File: src/sv/alw_pkg.sv
// shared constants, register codes and log table entry function for the waveshaper
`default_nettype none

package alw_pkg;

  localparam int SAMPLE_WIDTH_DEF   = 24;
  localparam int LOG_TABLE_BITS_DEF = 6;

  localparam int CFG_DATA_W  = 32;
  localparam int CFG_INDEX_W = 3;

  localparam int DRIVE_W = 24;
  localparam int GAIN_W  = 24;
  localparam int NORM_W  = 32;

  localparam int FRAC_W     = 32;
  localparam int TAB_W      = 25;
  localparam int LOG_FRAC_W = 24;
  localparam int SH_W       = 4;
  localparam int LOG_W      = SH_W + LOG_FRAC_W;
  // leading one of u sits within this many bits above its unit bit
  localparam int OCT_N      = 10;

  localparam int M1_SHIFT       = 21;
  localparam int M1_W           = NORM_W + LOG_W - M1_SHIFT;
  localparam int MAG_SHIFT_BASE = 40;

  localparam logic [DRIVE_W-1:0] DRIVE_RST = 24'h01_0000;
  localparam logic [GAIN_W-1:0]  GAIN_RST  = 24'h10_0000;
  localparam logic [NORM_W-1:0]  NORM_RST  = 32'h0001_0000;

  typedef enum logic [CFG_INDEX_W-1:0] {
    REG_DRIVE_POS,
    REG_DRIVE_NEG,
    REG_GAIN_POS,
    REG_GAIN_NEG,
    REG_NORM_POS,
    REG_NORM_NEG,
    REG_BIAS_LEVEL,
    REG_INVERT_OUTPUT
  } reg_index_t;

  // log2(1 + i/2^bits) in Q0.24 by square-and-compare, last entry exactly 1.0
  function automatic logic [TAB_W-1:0] log_entry(input int unsigned i, input int unsigned bits);
    logic [63:0]      y;
    logic [TAB_W-1:0] res;
    res = '0;
    if (i == (32'd1 << bits)) begin
      res = TAB_W'(1) << LOG_FRAC_W;
    end else begin
      y = (64'd1 << 30) + (64'(i) << (30 - bits));
      for (int b = LOG_FRAC_W - 1; b >= 0; b--) begin
        y = (y * y) >> 30;
        if (y >= (64'd2 << 30)) begin
          y      = y >> 1;
          res[b] = 1'b1;
        end
      end
    end
    return res;
  endfunction

endpackage

`default_nettype wire

File: src/sv/alw_log2.sv
// pipelined log2 lookup: table read, linear interpolation, octave add
`default_nettype none

module alw_log2 #(
  parameter int LOG_TABLE_BITS = alw_pkg::LOG_TABLE_BITS_DEF,
  parameter int SIDE_W         = 1
) (
  input  logic                                       clk,
  input  logic                                       rst,
  input  logic                                       up_valid,
  output logic                                       up_ready,
  input  logic [LOG_TABLE_BITS-1:0]                  idx,
  input  logic [alw_pkg::FRAC_W-LOG_TABLE_BITS-1:0]  rem,
  input  logic [alw_pkg::SH_W-1:0]                   sh,
  input  logic [SIDE_W-1:0]                          side,
  output logic                                       dn_valid,
  input  logic                                       dn_ready,
  output logic [alw_pkg::LOG_W-1:0]                  lg,
  output logic [SIDE_W-1:0]                          side_out
);
  import alw_pkg::*;

  localparam int RW    = FRAC_W - LOG_TABLE_BITS;
  localparam int TAB_N = (1 << LOG_TABLE_BITS) + 1;
  localparam int AW    = LOG_TABLE_BITS + 1;
  localparam int PRW   = TAB_W + RW;

  typedef logic [TAB_W-1:0] tab_t [TAB_N];

  function automatic tab_t build_tab();
    tab_t t;
    for (int i = 0; i < TAB_N; i++) begin
      t[i] = log_entry(i, LOG_TABLE_BITS);
    end
    return t;
  endfunction

  localparam tab_t LogTab = build_tab();

  logic v1, v2, v3;
  logic e1, e2, e3;

  logic [TAB_W-1:0]  lo1, hi1;
  logic [RW-1:0]     rem1;
  logic [SH_W-1:0]   sh1;
  logic [SIDE_W-1:0] side1;

  logic [TAB_W-1:0]  lo2, interp2;
  logic [SH_W-1:0]   sh2;
  logic [SIDE_W-1:0] side2;

  logic [LOG_W-1:0]  lg3;
  logic [SIDE_W-1:0] side3;

  logic [TAB_W-1:0]  span;
  logic [PRW-1:0]    prod;
  logic [AW-1:0]     addr;

  assign e3       = !v3 || dn_ready;
  assign e2       = !v2 || e3;
  assign e1       = !v1 || e2;
  assign up_ready = e1;
  assign dn_valid = v3;
  assign lg       = lg3;
  assign side_out = side3;

  assign addr = AW'(idx);
  assign span = hi1 - lo1;
  assign prod = PRW'(span) * PRW'(rem1);

  always_ff @(posedge clk) begin
    if (rst) begin
      v1 <= 1'b0;
      v2 <= 1'b0;
      v3 <= 1'b0;
    end else begin
      if (e1) v1 <= up_valid;
      if (e2) v2 <= v1;
      if (e3) v3 <= v2;
    end
  end

  // table read, both neighbors
  always_ff @(posedge clk) begin
    if (e1) begin
      lo1   <= LogTab[addr];
      hi1   <= LogTab[addr + AW'(1)];
      rem1  <= rem;
      sh1   <= sh;
      side1 <= side;
    end
  end

  // interpolation product
  always_ff @(posedge clk) begin
    if (e2) begin
      lo2     <= lo1;
      interp2 <= prod[PRW-1:RW];
      sh2     <= sh1;
      side2   <= side1;
    end
  end

  // octave plus mantissa log
  always_ff @(posedge clk) begin
    if (e3) begin
      lg3   <= {sh2, LOG_FRAC_W'(0)} + LOG_W'(lo2) + LOG_W'(interp2);
      side3 <= side2;
    end
  end

  a_tab_monotonic: assert property (@(posedge clk) disable iff (rst)
    v1 |-> hi1 >= lo1)
    else $error("log table neighbors out of order");

  a_interp_bounded: assert property (@(posedge clk) disable iff (rst)
    v2 |-> (LOG_W'(lo2) + LOG_W'(interp2)) <= (LOG_W'(1) << LOG_FRAC_W))
    else $error("interpolated mantissa log above one");

  a_log_range: assert property (@(posedge clk) disable iff (rst)
    v3 |-> lg3 < (LOG_W'(OCT_N) << LOG_FRAC_W))
    else $error("log result beyond octave range");

endmodule

`default_nettype wire

File: config.mk
export PLATFORM = sky130hd
export DESIGN_NAME = alw_log2
export DESIGN_NICKNAME = d
export VERILOG_FILES = /design/src/sv/alw_pkg.sv /design/src/sv/alw_log2.sv
export SDC_FILE = /design/constraint.sdc
export NUM_CORES = 2
export LEC_CHECK = 0
export BUFFER_PORTS_ARGS = -buffer_cell sky130_fd_sc_hd__buf_2
export CAP_MARGIN = 30
export CORE_UTILIZATION = 45
export DETAILED_ROUTE_END_ITERATION = 6
export SETUP_SLACK_MARGIN = 0.1
export SYNTH_ARGS = -nofsm -noshare
export SYNTH_HDL_FRONTEND = slang
export SYNTH_SLANG_ARGS = --single-unit
File: constraint.sdc
create_clock -name clk -period 12.7 [get_ports clk]
set_input_delay 1.905 -clock clk [delete_from_list [all_inputs] [get_ports clk]]
set_output_delay 1.905 -clock clk [all_outputs]
set_load 0.02 [all_outputs]
# ---- Yosys cells after proc, flatten, opt, wreduce, memory -nomap -nowiden
# Memory sizes are Yosys's and may differ from the RTL's. A register that Yosys moved wholly into a read port is not among the register bits.
# Index checks and enable logic that the tools add are counted.
dict set report word_totals {
  regBits 118
  rom_bits 6400
  in_bits 41
  wordCells 27
  out_inout_bits 31
  latchBits 0
  n_memories 2
  ram_bits 0
}
# name depth word_bits read_ports rd_ports_with_merged_regs wr line_no
set memory_table {}
lappend memory_table {{(no name shown)} 128 25 1 1 0 alw_log2.sv:87} ;# hi1 <= LogTab[addr + AW'(1)];
lappend memory_table {{(no name shown)} 128 25 1 1 0 alw_log2.sv:86} ;# lo1 <= LogTab[addr];
dict set report classes {
  n_mul 1
  n_reduce_logical 6
  n_bitwise 2
  order_cmp 0
  mux 0
  addsub 4
  shifts 0
  eq_ne 0
  n_div 0
}
# cell count
set op_table {}
lappend op_table {{$add A28 B25 Y28} 2}
lappend op_table {{$mul A25 B26 Y51} 1}
lappend op_table {{$sub A25 B25 Y25} 1}
lappend op_table {{$not A6 Y8} 1}
lappend op_table {{$not A7 Y8} 1}
lappend op_table {{$add A6 B1 Y7 const B} 1}
lappend op_table {{$logic_not A1 Y1} 3}
lappend op_table {{$logic_or A1 B1 Y1} 3}

# ---- Longest topological paths before layout
dict set report logic_depth {
  word_depth 4
  mapped_depth 37
  mapped_depth_nobuf 36
}

# ---- Least setup slack after synthesis
# OpenSTA, ideal clock, no wires.
dict set report synth_timing {
  kind {reg-to-reg}
  startpoint {reg lo1[0]}
  endpoint {reg interp2[24] (data pin)}
  stages_incl_launch_ff 37
  slack_ns 3.830
  setup_ns 0.260
  required_time_ns 12.440
  path_buffers 1
  synth_period_minus_slack_ns 8.870
  arrival_time_ns 8.610
  path_cell_list {edfxtp_1 > ha_1 > fa_1 > nor2b_1 > o21ai_2 > a21boi_2 > o41ai_4 > o31ai_1 > a21oi_1 > o21bai_1 > a21oi_1 > xnor2_1 > clkbuf_1 > nand2_1 > fa_1 > inv_1 > fa_1 > inv_1 > fa_1 > inv_1 > fa_1 > fa_1 > inv_1 > fa_1 > inv_1 > fa_1 > ha_1 > a21oi_1 > o21ai_0 > o22a_1 > a211o_1 > a22o_2 > o31a_1 > a31o_2 > a21oi_2 > o21ai_1 > xnor2_1}
}
dict set report synth_between {
  elab_chain_cells 2
}
# item line_no
set synth_lines {}
lappend synth_lines {{from (decl)} alw_log2.sv:43} ;# logic [TAB_W-1:0] lo1, hi1;
lappend synth_lines {{$sub A25 B25 Y25} alw_log2.sv:68} ;# assign span = hi1 - lo1;
lappend synth_lines {{$mul A25 B26 Y51} alw_log2.sv:69} ;# assign prod = PRW'(span) * PRW'(rem1);
lappend synth_lines {{named net prod[50]} alw_log2.sv:56} ;# logic [PRW-1:0] prod;
lappend synth_lines {{to (signal assigned)} alw_log2.sv:98} ;# interp2 <= prod[PRW-1:RW];
lappend synth_lines {{to (decl)} alw_log2.sv:48} ;# logic [TAB_W-1:0] lo2, interp2;
# The timed path passes the listed nets, and every way through them passes these cells.
# A chain may end at the register's enable or synchronous reset.

# ---- Worst setup path in the final report
dict set report layout_timing {
  startpoint {reg lo1[0]}
  endpoint {reg interp2[18] (data pin)}
}
# The elaborated chain is that of the path after synthesis.

==> reports/qor.yml <==
root_buffer: "clkbuf_16"
drcViolationCount: 0
hpwl_microns: 68100
overflow: 0
layout_min_cycle_time_ns: 9.71
crit_buf_inv: 6
area_delta_synth_final_pct: 6.77
slowest_stage: "a221oi_1"
rsz0062_at_grt: "false"
finalSetupViolCount: 0
place_area_sq_um: 33700
cp_slowest_stage_delay_ns: 0.71
vias: 25441
grt_usage_pct: 27.7
synth-seq-area-share_pct: 15.4
avgSynthCellArea_sq_um: 8.96
crit_path_start_kind: "flop"
worstPathMaxFanout: 26
cts_made_buffers: 17
fmax_mhz: 103
cts_sinks: 166
placementRows: 97
path_delay_family: "adder cells"
clk_latency_ns: 0.50
cts_max_path_buffers: 2
async_reset_ff_share_pct: 0
clkTransAtPathRegs_ns: 0.07
wirelength_microns: 95700
final_common_cell: "inv_1"
arrival_ns: 9.94
grt_pass1_vias: 26398
h-tree-depth: 4
finalSetupTns_ns: 0
cap_violations: 0
io_pins: 72
initial_core_util_pct: 45.7
place_ws_ns: 2.57
tightest_slew_ns: 0.976
die-height_microns: 269
status: "finished, final reports clean"
yosysUniqueCellTypes: 81
core_sq_um: 70300
viasPerCell: 5.65
final_area_sq_um: 34300
initialDrtViolationCount: 2546
setup_ws_ns: 2.99
netlist_instances: 3582
critical_path_required_ns: 12.94
gp_congestion: 0.911
hp-class: "reg -> reg"
grt_first_pass_wirelength_microns: 151000
yosys_warnings: 0
fin_nets: 4391
cts_resized: 0
die_area_sq_um: 72400
holdWs_ns: 0.420
grt_max_degree: 92
hold_buffers: 0
synth_ff_type: "edfxtp_1"
synth-edff-count: 163
hold_viol_final: 0
synth_nets: 4424
first_pass_iters: 6
cts_setup_buffers: 0
ant_nets: 0
antenna_found_initial: 3
drv_slew: 0
die_x_microns: 269
crit_top_cell: "fa_1"
portBuffers: 71
syn-cell-area_sq_um: 32100
fin_worst_skew_ns: 0.0213
endpoint_kind: "flop"
final_cell_mix: "643 x inv_1, 551 x nand2_1, 550 x fa_1"
drive_above_1_share_pct: 6.66
post_drt_wl_per_cell_microns: 21.3
cts_tree: "done"
criticalPathCategory: "reg -> reg"
maxSlewHeadroom_pct: 34.4
period_share_pct: 76.4
ys_ff_latch: 166
[layer usage]
metal / global-route usage (%) / vias up / wire, microns
li1: - / 11401 / -
met1: 34.9 / 12782 / 38200
met2: 47.3 / 1018 / 47400
met3: 4.52 / 240 / 6290
met4: 11.2 / 0 / 3740
met5: 0 / - / 0
[through the flow]
stage	utilization, %	instances
2_1_floorplan	-	3582
3_3_place_gp	47.9	4467
3_5_place_dp	47.9	4468
4_1_cts	48.7	4499
5_1_grt	48.8	4501
6_report	48.8	4502
[synthesized netlist by cell type, types with 4 or more instances]
| master | count | area, sq um |
|---|---|---|
| nor3_1 | 26 | 130 |
| nor4_1 | 4 | 25.0 |
| nand4_1 | 16 | 100 |
| a31oi_1 | 17 | 106 |
| o21ai_0 | 130 | 651 |
| nand2b_1 | 14 | 87.6 |
| o21bai_1 | 13 | 97.6 |
| nand3_1 | 35 | 175 |
| o2111ai_1 | 6 | 52.6 |
| xnor2_1 | 52 | 455 |
| nor3b_1 | 4 | 30.0 |
| and2_1 | 190 | 1190 |
| a21boi_0 | 4 | 30.0 |
| nand2_1 | 552 | 2070 |
| a211oi_1 | 41 | 308 |
| a221o_1 | 6 | 60.1 |
| o31ai_1 | 12 | 90.1 |
| a21oi_1 | 167 | 836 |
| inv_1 | 644 | 2420 |
| a22oi_1 | 6 | 45.0 |
| and3_1 | 19 | 119 |
| o22ai_1 | 10 | 62.6 |
| xor2_1 | 23 | 201 |
| o311ai_0 | 13 | 114 |
| edfxtp_1 | 163 | 4890 |
| a221oi_1 | 10 | 87.6 |
| ha_1 | 251 | 3140 |
| nor2b_1 | 58 | 363 |
| clkbuf_1 | 185 | 694 |
| mux4_2 | 7 | 158 |
| buf_1 | 15 | 56.3 |
| nor2_1 | 135 | 507 |
| a2111oi_0 | 4 | 35.0 |
| a21o_1 | 57 | 428 |
| o211ai_1 | 36 | 270 |
| or3_1 | 8 | 50.1 |
| o21a_1 | 16 | 120 |
| a311oi_1 | 14 | 123 |
| fa_1 | 550 | 11000 |
[final timing paths]
check             slack (ns)   start  cells past startpoint           to
setup / recovery        2.99  lo1[0]                     36  interp2[18]
hold / removal          0.42   side2                      0     side_out
setup reg to reg        2.99  lo1[0]                     36  interp2[18]
hold reg to reg         0.42   side2                      0     side_out
[cells by family (layout without fill, tap and decap cells)]
family	Yosys count	count (layout)	share of synthesized area, %
multiplexers	10	10	0.585
buffers and inverters	848	827	9.94
AND/OR/NAND/NOR	1073	1073	15.4
AO/OA/AOI/OAI	608	608	12.4
flip-flops	166	166	15.4
other	0	1	0
adder cells (fa/ha/maj)	801	801	44.1
XOR/XNOR	76	76	2.10
[flip-flops by register name (all words and copies together), names as in the netlist]
signal and cells:
sh1 4, hi1 25, side1 1, side2 1, lo2 24, interp2 25, sh2 4, dn_valid 1
v2 1, lo1 24, rem1 26, v1 1, lg 28, side_out 1
[area by class of cell]
class                      instances  area [sq um]
fill                            6680         36000
multi-input combinational       2568         24200
sequential                       166          4950
inverter                         645          2420
tap                              940          1180
timing repair buffer             151           981
clock buffer                      17           425
clock inverter                    14           148
antenna                            1          2.50
[worst reg2reg max path, delay by kind of cell, from the launching register on]
family / cells / cell delay [ns]
adders and majority gates: 10 / 4.37
DFF: 1 / 0.40
and+or+nand+nor: 5 / 0.83
xor gates and xnor gates: 2 / 0.21
buffers and inverters: 6 / 0.63
AOI/OAI and AO/OA: 13 / 3.04
Power is not shown: default switching activity piles up to over one toggle a cycle in this logic, so the estimate is an artifact.
